`src/rtl/rlpm_pkg.sv`:
```
`timescale 1ns / 1ps
// ---------------------------------------------------------------------------
// rlpm_pkg
// Shared types, codes and character constants of the range list parser and
// matcher.
// ---------------------------------------------------------------------------
package rlpm_pkg;

  localparam int MAX_RANGES_DEF = 40;
  localparam int RC_W           = 6;   // width of the reported entry count

  // command codes
  localparam logic [1:0] OP_CHAR  = 2'd0;
  localparam logic [1:0] OP_END   = 2'd1;
  localparam logic [1:0] OP_QUERY = 2'd2;

  // result kinds
  localparam logic KIND_STATUS = 1'b0;
  localparam logic KIND_QUERY  = 1'b1;

  localparam logic signed [31:0] INT_MIN = 32'sh8000_0000;
  localparam logic signed [31:0] INT_MAX = 32'sh7FFF_FFFF;

  localparam logic [7:0] CH_STAR  = 8'h2A;
  localparam logic [7:0] CH_PLUS  = 8'h2B;
  localparam logic [7:0] CH_COMMA = 8'h2C;
  localparam logic [7:0] CH_DASH  = 8'h2D;
  localparam logic [7:0] CH_DOT   = 8'h2E;
  localparam logic [7:0] CH_SLASH = 8'h2F;
  localparam logic [7:0] CH_ZERO  = 8'h30;
  localparam logic [7:0] CH_NINE  = 8'h39;
  localparam logic [7:0] CH_BAR   = 8'h7C;
  localparam logic [7:0] CH_SPACE = 8'h20;
  localparam logic [7:0] CH_TAB   = 8'h09;
  localparam logic [7:0] CH_CR    = 8'h0D;
  localparam logic [7:0] CH_XL    = 8'h78;
  localparam logic [7:0] CH_XU    = 8'h58;
  localparam logic [7:0] CH_AL    = 8'h61;
  localparam logic [7:0] CH_FL    = 8'h66;
  localparam logic [7:0] CH_AU    = 8'h41;
  localparam logic [7:0] CH_FU    = 8'h46;

  typedef enum logic [3:0] {
    PH_IDLE, PH_ITEM, PH_LWS, PH_LSIGN, PH_LDIG, PH_LHEX, PH_ALOW, PH_DOT,
    PH_HWS, PH_HSIGN, PH_HDIG, PH_HHEX, PH_AHIGH, PH_DONE, PH_ERR
  } phase_t;

  typedef enum logic [1:0] {
    RX_DEC, RX_ZERO, RX_OCT, RX_HEX
  } radix_t;

  typedef enum logic [1:0] {
    ST_IDLE, ST_STAT_RD, ST_STAT_OUT, ST_SCAN
  } st_t;

  typedef struct packed {
    logic signed [31:0] lo;
    logic signed [31:0] hi;
  } range_t;

  typedef struct packed {
    logic [1:0]         op;
    logic [7:0]         char_code;
    logic signed [31:0] query_value;
  } in_item_t;

  typedef struct packed {
    logic               result_kind;
    logic               pattern_valid;
    logic               match_everything;
    logic               single_value;
    logic signed [31:0] first_low;
    logic [RC_W-1:0]    range_count;
    logic               is_member;
  } out_item_t;

endpackage

```
`src/rtl/rlpm_table.sv`:
```
`timescale 1ns / 1ps
// ---------------------------------------------------------------------------
// rlpm_table
// Range table memory: one write port, one read port, registered read data.
// ---------------------------------------------------------------------------
module rlpm_table #(
  parameter int DEPTH  = rlpm_pkg::MAX_RANGES_DEF,
  parameter int ADDR_W = 6
) (
  input  logic                clk,
  input  logic                wr_en,
  input  logic [ADDR_W-1:0]   wr_addr,
  input  rlpm_pkg::range_t    wr_data,
  input  logic                rd_en,
  input  logic [ADDR_W-1:0]   rd_addr,
  output rlpm_pkg::range_t    rd_data
);
  import rlpm_pkg::*;

  range_t mem [DEPTH];

  always_ff @(posedge clk) begin
    if (wr_en) begin
      mem[wr_addr] <= wr_data;
    end
  end

  always_ff @(posedge clk) begin
    if (rd_en) begin
      rd_data <= mem[rd_addr];
    end
  end

endmodule

```
`src/rtl/rlpm_parser.sv`:
```
`timescale 1ns / 1ps
// ---------------------------------------------------------------------------
// rlpm_parser
// Character-at-a-time pattern parser: number scanning, range assembly and
// table inserts.
// ---------------------------------------------------------------------------
module rlpm_parser #(
  parameter int MAX_RANGES = rlpm_pkg::MAX_RANGES_DEF,
  parameter int ADDR_W     = 6,
  parameter int CNT_W      = 6
) (
  input  logic               clk,
  input  logic               rst,
  input  logic               step,       // consume one character
  input  logic               end_mark,   // step is the end marker
  input  logic [7:0]         char_code,
  output logic               wr_en,
  output logic [ADDR_W-1:0]  wr_addr,
  output rlpm_pkg::range_t   wr_data,
  output logic [CNT_W-1:0]   count,
  output logic               everything,
  output logic               pat_done
);
  import rlpm_pkg::*;

  phase_t             phase, phase_next, cur;
  radix_t             radix, radix_next;
  logic [31:0]        accum, accum_next;
  logic               neg, neg_next;
  logic signed [31:0] low_hold, low_hold_next;
  logic [CNT_W-1:0]   count_next, cnt_base;
  logic               every_next, done_next;

  logic               is_end;
  logic [7:0]         c;
  logic               c_ws, c_sep, c_dig, c_dash, c_dot, c_sign, c_x;
  logic [3:0]         dval;
  logic               dval_ok, digit_ok;
  logic [4:0]         base;
  logic [36:0]        prod;
  logic [31:0]        acc_sat;
  logic               hex_ph;
  logic signed [31:0] fin_v;
  logic               f_ws, f_dash, f_dot, f_sep, f_end;
  logic               ins;
  logic signed [31:0] ins_lo, ins_hi;

  function automatic logic signed [31:0] num_value(input logic [31:0] m, input logic n);
    logic signed [31:0] r;
    if (n) begin
      r = m[31] ? INT_MIN : -$signed(m);
    end else begin
      r = m[31] ? INT_MAX : $signed(m);
    end
    return r;
  endfunction

  // A zero byte ends the pattern; only end_mark latches pat_done.
  assign is_end = end_mark || (char_code == 8'h00);
  assign c      = is_end ? 8'h00 : char_code;

  assign c_ws   = (c == CH_SPACE) || ((c >= CH_TAB) && (c <= CH_CR));
  assign c_sep  = (c == CH_COMMA) || (c == CH_SLASH) || (c == CH_BAR);
  assign c_dig  = (c >= CH_ZERO) && (c <= CH_NINE);
  assign c_dash = (c == CH_DASH);
  assign c_dot  = (c == CH_DOT);
  assign c_sign = (c == CH_PLUS) || (c == CH_DASH);
  assign c_x    = (c == CH_XL) || (c == CH_XU);

  always_comb begin
    dval    = 4'd0;
    dval_ok = 1'b0;
    if (c_dig) begin
      dval    = 4'(c - CH_ZERO);
      dval_ok = 1'b1;
    end else if ((c >= CH_AL) && (c <= CH_FL)) begin
      dval    = 4'(c - CH_AL + 8'd10);
      dval_ok = 1'b1;
    end else if ((c >= CH_AU) && (c <= CH_FU)) begin
      dval    = 4'(c - CH_AU + 8'd10);
      dval_ok = 1'b1;
    end
  end

  always_comb begin
    unique case (radix)
      RX_DEC:  base = 5'd10;
      RX_HEX:  base = 5'd16;
      default: base = 5'd8;
    endcase
  end

  assign digit_ok = dval_ok && ({1'b0, dval} < base);
  assign prod     = {5'd0, accum} * {32'd0, base} + {33'd0, dval};
  assign acc_sat  = (prod > 37'h0_8000_0000) ? 32'h8000_0000 : prod[31:0];

  // A hex prefix with no digit finishes as zero followed by a stray 'x'.
  assign hex_ph = (phase == PH_LHEX) || (phase == PH_HHEX);
  assign fin_v  = hex_ph ? 32'sd0 : num_value(accum, neg);
  assign f_ws   = !hex_ph && c_ws;
  assign f_dash = !hex_ph && c_dash;
  assign f_dot  = !hex_ph && c_dot;
  assign f_sep  = !hex_ph && c_sep;
  assign f_end  = !hex_ph && is_end;

  always_comb begin
    phase_next    = phase;
    radix_next    = radix;
    accum_next    = accum;
    neg_next      = neg;
    low_hold_next = low_hold;
    count_next    = count;
    every_next    = everything;
    done_next     = pat_done;
    cur           = phase;
    cnt_base      = count;
    ins           = 1'b0;
    ins_lo        = low_hold;
    ins_hi        = low_hold;
    wr_en         = 1'b0;
    if (step) begin
      // first character of a new pattern clears the table
      if (phase == PH_IDLE) begin
        cur        = PH_ITEM;
        cnt_base   = '0;
        every_next = 1'b0;
      end
      phase_next = cur;
      unique case (cur)
        PH_ITEM, PH_LWS, PH_HWS: begin
          if ((cur == PH_ITEM) && (c == CH_STAR)) begin
            ins        = 1'b1;
            ins_lo     = INT_MIN;
            ins_hi     = INT_MAX;
            every_next = 1'b1;
            phase_next = PH_DONE;
          end else begin
            neg_next   = 1'b0;
            accum_next = '0;
            radix_next = RX_DEC;
            if (c_ws) begin
              phase_next = (cur == PH_HWS) ? PH_HWS : PH_LWS;
            end else if (c_sign) begin
              neg_next   = c_dash;
              phase_next = (cur == PH_HWS) ? PH_HSIGN : PH_LSIGN;
            end else if (c_dig) begin
              radix_next = (c == CH_ZERO) ? RX_ZERO : RX_DEC;
              accum_next = {28'd0, dval};
              phase_next = (cur == PH_HWS) ? PH_HDIG : PH_LDIG;
            end else begin
              phase_next = PH_ERR;
            end
          end
        end
        PH_LSIGN, PH_HSIGN: begin
          if (c_dig) begin
            radix_next = (c == CH_ZERO) ? RX_ZERO : RX_DEC;
            accum_next = {28'd0, dval};
            phase_next = (cur == PH_HSIGN) ? PH_HDIG : PH_LDIG;
          end else begin
            phase_next = PH_ERR;
          end
        end
        PH_LDIG, PH_HDIG, PH_LHEX, PH_HHEX: begin
          if (!hex_ph && (radix == RX_ZERO) && c_x) begin
            radix_next = RX_HEX;
            phase_next = (cur == PH_HDIG) ? PH_HHEX : PH_LHEX;
          end else if (!hex_ph && digit_ok) begin
            accum_next = acc_sat;
            if (radix == RX_ZERO) begin
              radix_next = RX_OCT;
            end
          end else if (hex_ph && dval_ok) begin
            accum_next = {28'd0, dval};
            phase_next = (cur == PH_HHEX) ? PH_HDIG : PH_LDIG;
          end else begin
            if (hex_ph) begin
              accum_next = '0;
            end
            if ((cur == PH_LDIG) || (cur == PH_LHEX)) begin
              // close the low bound
              low_hold_next = fin_v;
              if (f_ws) begin
                phase_next = PH_ALOW;
              end else if (f_dash) begin
                phase_next = PH_HWS;
              end else if (f_dot) begin
                phase_next = PH_DOT;
              end else begin
                ins        = 1'b1;
                ins_lo     = fin_v;
                ins_hi     = fin_v;
                phase_next = f_sep ? PH_ITEM : (f_end ? PH_DONE : PH_ERR);
              end
            end else if (fin_v < low_hold) begin
              phase_next = PH_ERR;
            end else begin
              // close the high bound
              ins    = 1'b1;
              ins_hi = fin_v;
              if (f_ws) begin
                phase_next = PH_AHIGH;
              end else begin
                phase_next = f_sep ? PH_ITEM : (f_end ? PH_DONE : PH_ERR);
              end
            end
          end
        end
        PH_ALOW: begin
          if (c_ws) begin
            phase_next = PH_ALOW;
          end else if (c_dash) begin
            phase_next = PH_HWS;
          end else if (c_dot) begin
            phase_next = PH_DOT;
          end else begin
            ins        = 1'b1;
            phase_next = c_sep ? PH_ITEM : (is_end ? PH_DONE : PH_ERR);
          end
        end
        PH_DOT: begin
          if (c_dot) begin
            phase_next = PH_HWS;
          end else begin
            ins        = 1'b1;
            phase_next = PH_ERR;
          end
        end
        PH_AHIGH: begin
          if (c_ws) begin
            phase_next = PH_AHIGH;
          end else begin
            phase_next = c_sep ? PH_ITEM : (is_end ? PH_DONE : PH_ERR);
          end
        end
        default: begin
          phase_next = cur;
        end
      endcase
      // drop inserts once the table is full
      count_next = cnt_base;
      if (ins && (cnt_base < CNT_W'(MAX_RANGES))) begin
        wr_en      = 1'b1;
        count_next = cnt_base + 1'b1;
      end
      if (end_mark) begin
        done_next  = (phase_next == PH_DONE);
        phase_next = PH_IDLE;
      end
    end
  end

  assign wr_addr = cnt_base[ADDR_W-1:0];
  assign wr_data = '{lo: ins_lo, hi: ins_hi};

  always_ff @(posedge clk) begin
    if (rst) begin
      phase      <= PH_IDLE;
      radix      <= RX_DEC;
      accum      <= '0;
      neg        <= 1'b0;
      low_hold   <= '0;
      count      <= '0;
      everything <= 1'b0;
      pat_done   <= 1'b0;
    end else begin
      phase      <= phase_next;
      radix      <= radix_next;
      accum      <= accum_next;
      neg        <= neg_next;
      low_hold   <= low_hold_next;
      count      <= count_next;
      everything <= every_next;
      pat_done   <= done_next;
    end
  end

endmodule

```
`src/rtl/range_list_parser_matcher.sv`:
```
`timescale 1ns / 1ps
// ---------------------------------------------------------------------------
// range_list_parser_matcher
// Parses a range list pattern one character per command into a range table
// memory, reports the pattern status on an end marker, and answers
// membership queries by scanning the table.
// ---------------------------------------------------------------------------
// Pattern character: taken on the transfer, busy stays low, no result.
// End marker: result strobe follows ST_STAT_RD (read of entry 0) and ST_STAT_OUT.
// Query: the table memory read port scans the stored ranges one entry per
//   cycle, the result strobe follows the compare of the last registered read,
//   and the next transfer can land on the strobe edge at earliest.
// Reset (synchronous): parser idle, table empty, no result pending. The
//   table memory holds no reset value; only written entries are ever used.
// The receiver cannot stall: each result is flagged by done for one cycle.
// ---------------------------------------------------------------------------
module range_list_parser_matcher #(
  parameter int MAX_RANGES = rlpm_pkg::MAX_RANGES_DEF
) (
  input  logic                clk,
  input  logic                rst,
  input  logic                start,
  output logic                busy,
  input  rlpm_pkg::in_item_t  cmd,
  output logic                done,
  output rlpm_pkg::out_item_t result
);
  import rlpm_pkg::*;

  localparam int CNT_W  = $clog2(MAX_RANGES + 1);
  localparam int ADDR_W = (MAX_RANGES > 1) ? $clog2(MAX_RANGES) : 1;

  st_t                state, state_next;
  logic               accept;
  logic               step;
  logic               wr_en;
  logic [ADDR_W-1:0]  wr_addr;
  range_t             wr_data;
  logic               rd_en;
  logic [ADDR_W-1:0]  rd_addr;
  range_t             rd_data;
  logic [CNT_W-1:0]   count;
  logic               everything;
  logic               pat_done;

  // query scan datapath
  logic [CNT_W-1:0]   idx;
  logic               rd_pend;
  logic               hit;
  logic signed [31:0] qv;
  logic               scan_issue;
  logic               scan_fin;
  logic               in_range;

  logic               res_load;
  out_item_t          res_next;

  assign accept = start && !busy;

  // Characters and end markers go straight to the parser on the transfer;
  // the table is never read in that cycle, so reads and writes never collide.
  assign step = accept && ((cmd.op == OP_CHAR) || (cmd.op == OP_END));

  rlpm_parser #(
    .MAX_RANGES (MAX_RANGES),
    .ADDR_W     (ADDR_W),
    .CNT_W      (CNT_W)
  ) u_parser (
    .clk        (clk),
    .rst        (rst),
    .step       (step),
    .end_mark   (cmd.op == OP_END),
    .char_code  (cmd.char_code),
    .wr_en      (wr_en),
    .wr_addr    (wr_addr),
    .wr_data    (wr_data),
    .count      (count),
    .everything (everything),
    .pat_done   (pat_done)
  );

  rlpm_table #(
    .DEPTH   (MAX_RANGES),
    .ADDR_W  (ADDR_W)
  ) u_table (
    .clk     (clk),
    .wr_en   (wr_en),
    .wr_addr (wr_addr),
    .wr_data (wr_data),
    .rd_en   (rd_en),
    .rd_addr (rd_addr),
    .rd_data (rd_data)
  );

  // Issue reads while entries remain; finish once the last compare is done.
  assign scan_issue = (state == ST_SCAN) && (idx != count);
  assign scan_fin   = (state == ST_SCAN) && (idx == count) && !rd_pend;
  assign in_range   = (rd_data.lo <= qv) && (qv <= rd_data.hi);

  // next state
  always_comb begin
    state_next = state;
    unique case (state)
      ST_IDLE: begin
        if (accept && (cmd.op == OP_END)) begin
          state_next = ST_STAT_RD;
        end else if (accept && (cmd.op == OP_QUERY)) begin
          state_next = ST_SCAN;
        end
      end
      ST_STAT_RD:  state_next = ST_STAT_OUT;
      ST_STAT_OUT: state_next = ST_IDLE;
      ST_SCAN: begin
        if (scan_fin) begin
          state_next = ST_IDLE;
        end
      end
      default: state_next = ST_IDLE;
    endcase
  end

  // outputs and result assembly
  always_comb begin
    busy     = (state != ST_IDLE);
    rd_en    = 1'b0;
    rd_addr  = '0;
    res_load = 1'b0;
    res_next = '0;
    unique case (state)
      ST_STAT_RD: begin
        // fetch entry 0 for first_low and the single-value test
        rd_en = 1'b1;
      end
      ST_STAT_OUT: begin
        res_load                  = 1'b1;
        res_next.result_kind      = KIND_STATUS;
        res_next.pattern_valid    = pat_done;
        res_next.match_everything = everything;
        res_next.single_value     = (count == CNT_W'(1)) && (rd_data.lo == rd_data.hi);
        res_next.first_low        = (count != '0) ? rd_data.lo : 32'sd0;
        res_next.range_count      = RC_W'(count);
      end
      ST_SCAN: begin
        rd_en   = scan_issue;
        rd_addr = idx[ADDR_W-1:0];
        if (scan_fin) begin
          res_load             = 1'b1;
          res_next.result_kind = KIND_QUERY;
          res_next.is_member   = hit;
        end
      end
      default: begin
        rd_en = 1'b0;
      end
    endcase
  end

  always_ff @(posedge clk) begin
    if (rst) begin
      state   <= ST_IDLE;
      done    <= 1'b0;
      rd_pend <= 1'b0;
    end else begin
      state   <= state_next;
      done    <= res_load;
      rd_pend <= scan_issue;
    end
  end

  // scan index, hit flag and held query value
  always_ff @(posedge clk) begin
    if (accept && (cmd.op == OP_QUERY)) begin
      idx <= '0;
      hit <= 1'b0;
      qv  <= cmd.query_value;
    end else begin
      if (scan_issue) begin
        idx <= idx + 1'b1;
      end
      if (rd_pend && in_range) begin
        hit <= 1'b1;
      end
    end
  end

  // hold the result for its one-cycle strobe
  always_ff @(posedge clk) begin
    if (res_load) begin
      result <= res_next;
    end
  end

endmodule
```
`config.mk`:
```
export PLATFORM = sky130hd
export DESIGN_NAME = range_list_parser_matcher
export DESIGN_NICKNAME = d
export VERILOG_FILES = /design/src/rtl/rlpm_pkg.sv /design/src/rtl/rlpm_table.sv /design/src/rtl/rlpm_parser.sv /design/src/rtl/range_list_parser_matcher.sv
export SDC_FILE = /design/constraint.sdc
export NUM_CORES = 2
export LEC_CHECK = 0
export BUFFER_PORTS_ARGS = -buffer_cell sky130_fd_sc_hd__buf_4
export CORE_ASPECT_RATIO = 1.25
export CORE_UTILIZATION = 50
export CTS_CLUSTER_DIAMETER = 60
export CTS_CLUSTER_SIZE = 30
export DETAILED_ROUTE_END_ITERATION = 12
export PLACE_DENSITY = 0.65
export SYNTH_ARGS = -nofsm -noshare
export SYNTH_HDL_FRONTEND = slang
export SYNTH_SLANG_ARGS = --single-unit
```
`constraint.sdc`:
```
create_clock -name clk -period 10.03 [get_ports clk]
set_input_delay 1.5045 -clock clk [delete_from_list [all_inputs] [get_ports clk]]
set_output_delay 1.5045 -clock clk [all_outputs]
set_load 0.05 [all_outputs]
```
==> flow_summary.ini <==
[timing]
setup_viol = 0
fin_ws_ns = 1.618
hold_viol_final = 0
rsz0062_at_grt = no
holdWs_ns = 0.4594
fin_crit_ns = 8.412
finClkSkew_ns = 0.06291
fmax_mhz = 118.9
period_share_pct = 83.87
fin_setup_tns_ns = 0
max-slew-margin-rel_pct = 6.014
drv_slew = 0
worst_pin_slew_ns = 1.410

[floorplanning]
design.core.area_um2 = 230500
die-area_um2 = 234100
pin_count = 90
num_rows = 197
start_util_pct = 50.36
die_y_um = 540.6
chipWidth_um = 432.9

[cts]
cts_made_buffers = 147
cts_root_buf = clkbuf_16
clock_latency_ns = 0.87
cts_htree_levels = 4
cts_resized = 0
cts_tree = yes
clkTransAtPathRegs_ns = 0.10
cts_hold_buf = 0
clock-sinks = 2789
clockBufferDepth = 4
cts_setup_buffers = 0

[synth]
netlist.area_leader.share_pct = 69.84
synth_top_family_by_area = compound AO/OA/AOI/OAI gates
synth_nets = 7510
synth-simple-area-share_pct = 4.602
synth_compound_area_share_pct = 10.02
synth-xor-area-share_pct = 0.5811
muxShareOfSynthArea_pct = 8.215
synth-edff-count = 2699
ys_ff_latch = 2789
synth_top_cell_by_area = edfxtp_1
syn_inst = 7227
yosysSeqAreaShare_pct = 71.39
syn_avg_cell_area_um2 = 16.06
synthFlopType = edfxtp_1
synth.area.top_cells = edfxtp_1 70%, mux4_2 7.5%, ha_1 2.2%
yosysWarnings = 0
synth_cell_types = 90
postSynth.asyncResetShare_pct = 0
netlist_area_um2 = 116100
synthAdderAreaFrac_pct = 2.766

[global_route]
grt.overflow.total = 0
grt_pass1_vias = 65510
grt_pass1_wl_um = 461800
grt_start_max_net_pins = 148
antenna_found_initial = 11
gr-usage-all-layers_pct = 27.13

[min_path]
hold_path.class = register to register
min-delay-start = u_parser.accum[31]

[detailed_routing]
drt_iter0_markers = 9174
via_per_inst = 6.592
vias = 68270
wire_per_inst_um = 31.10
detail_route.first_pass.iterations = 6
antenna_left = 0
routed_wl_um = 322100
drc = 0

[finish]
drive_gt1_share_pct = 14.25
final_common_cell = edfxtp_1
post-route-cell-area_um2 = 126100
fillers = 17900
syn2layout_area_growth_pct = 8.632
layout_common_cells = 2699 x edfxtp_1, 528 x nand2_1, 400 x o22ai_1, 384 x mux4_2, 349 x o21ai_0
fin_nets = 7464
regArea_um2 = 82850
multi_input_area_um2 = 30960

[critical_path]
startpoint = u_parser.accum[0]
critPathMaxFanout = 24
cp.arrival_ns = 8.89
startpoint_type = register
required_ns = 10.51
criticalPathCategory = register to register
worst_r2r_startpoint = u_parser.accum[0]
endpoint_kind = register

[job]
maxCapViolCount = 0

[power_and_ir_drop]
pwr-share-seq_pct = 62.7
switching_power_uw = 4322
intPower_uw = 15850
power_density_nw_per_um2 = 160.0
finalPower_uw = 20170
peakVddDrop_uv = 140.0
power.leakage_uw = 0.04115
sw_frac_of_total_pct = 21.43
power.share.combinational_pct = 2.9
clkPwrFrac_pct = 34.4

[outcome]
status = completed

[placement]
routabilityCongestion = 0.9136
portBuffers = 89
place_hpwl_um = 178500
place_ws_ns = 1.297
placed_cell_area_um2 = 121200
[state kept, by name (all words and copies together), names as in the netlist, 2 cells and up]
register and cells:
idx 6, qv 32, result 43, state 2, u_parser.accum 32, u_parser.count 6
u_parser.low_hold 32, u_parser.phase 4, u_parser.radix 2, u_table.mem 2560, u_table.rd_data 64
[per-stage QoR]
| step | util [%] | std cells |
|---|---|---|
| 2_1_floorplan | - | 7227 |
| 3_3_place_gp | 52.60 | 10120 |
| 3_5_place_dp | 52.60 | 10120 |
| 4_1_cts | 54.70 | 10360 |
| 5_1_grt | 54.70 | 10360 |
| 6_report | 54.70 | 10360 |
[layer usage]
layer,track usage (%),part of all wire (%),up-vias
met4,9.579,3.8,4
met3,4.186,9.0,551
met5,0,0.012,-
met1,37.53,39,35340
met2,43.85,48,3471
li1,-,-,28900
[final cells by class]
cell class,count,share of cell area [%]
Timing Repair Buffer,304,2.098
Sequential cell,2789,65.72
Antenna cell,1,0.001985
Inverter,246,0.7324
Clock buffer,159,3.004
Tap cell,3084,3.061
Clock inverter,80,0.8267
Multi-Input combinational cell,3693,24.56
[power groups by stage]
stage	Sequential (uW)	Combinational (uW)	Clock, uW
detailed placement	12900	568	0
global route	12700	619	7390
global placement	12900	563	0
finish	12700	577	6940
floorplan	13000	325	0
CTS	12700	571	7030
[worst max-delay path, stage by stage, from the launching register on]
cell and delay, ns:
dfxtp_1 0.34, inv_1 0.19, ha_1 0.22, or4b_2 0.70
nor4_2 0.61, nand2_1 0.17, or4_1 0.41, o21ai_0 0.21
xor2_1 0.10, nand2_1 0.20, inv_1 0.07, ha_1 0.28
nand4_1 0.11, or4_1 0.56, inv_1 0.08, o221ai_1 0.18
and4_1 0.35, o21a_1 0.27, o21ai_1 0.19, buf_4 0.25
nand4_1 0.92, nor3_2 1.09, buf_4 0.55
[worst paths after layout]
check / end / slack [ns] / cells after the start
max reg2reg: u_table.mem[20][42] / 1.62 / 22
min reg2reg: u_parser.accum[31] / 0.46 / 2
max: u_table.mem[20][42] / 1.62 / 22
min: u_parser.accum[31] / 0.46 / 2
[cell usage after synthesis, types with 42 or more instances]
| cell | instances |
|---|---|
| nor3_1 | 75 |
| dfxtp_1 | 90 |
| mux2i_1 | 84 |
| a21oi_1 | 224 |
| mux4_2 | 384 |
| inv_1 | 243 |
| a211oi_1 | 77 |
| o221ai_1 | 271 |
| o22ai_1 | 407 |
| clkbuf_1 | 448 |
| and2_1 | 89 |
| nand2_1 | 536 |
| nor2_1 | 203 |
| o21ai_0 | 363 |
| nand4_1 | 52 |
| and3_1 | 42 |
| buf_1 | 45 |
| ha_1 | 207 |
| a31oi_1 | 99 |
| edfxtp_1 | 2699 |
| xnor2_1 | 45 |
| a311oi_1 | 73 |
[kinds of logic after synthesis]
family,count (synthesis)
DFF,2789
AOI/OAI and AO/OA,1750
and+or+nand+nor,1156
buffers and inverters,745
muxes,472
adders and majority gates,238
xor gates and xnor gates,77
No activity file was read; power rests on OpenSTA's default activity.
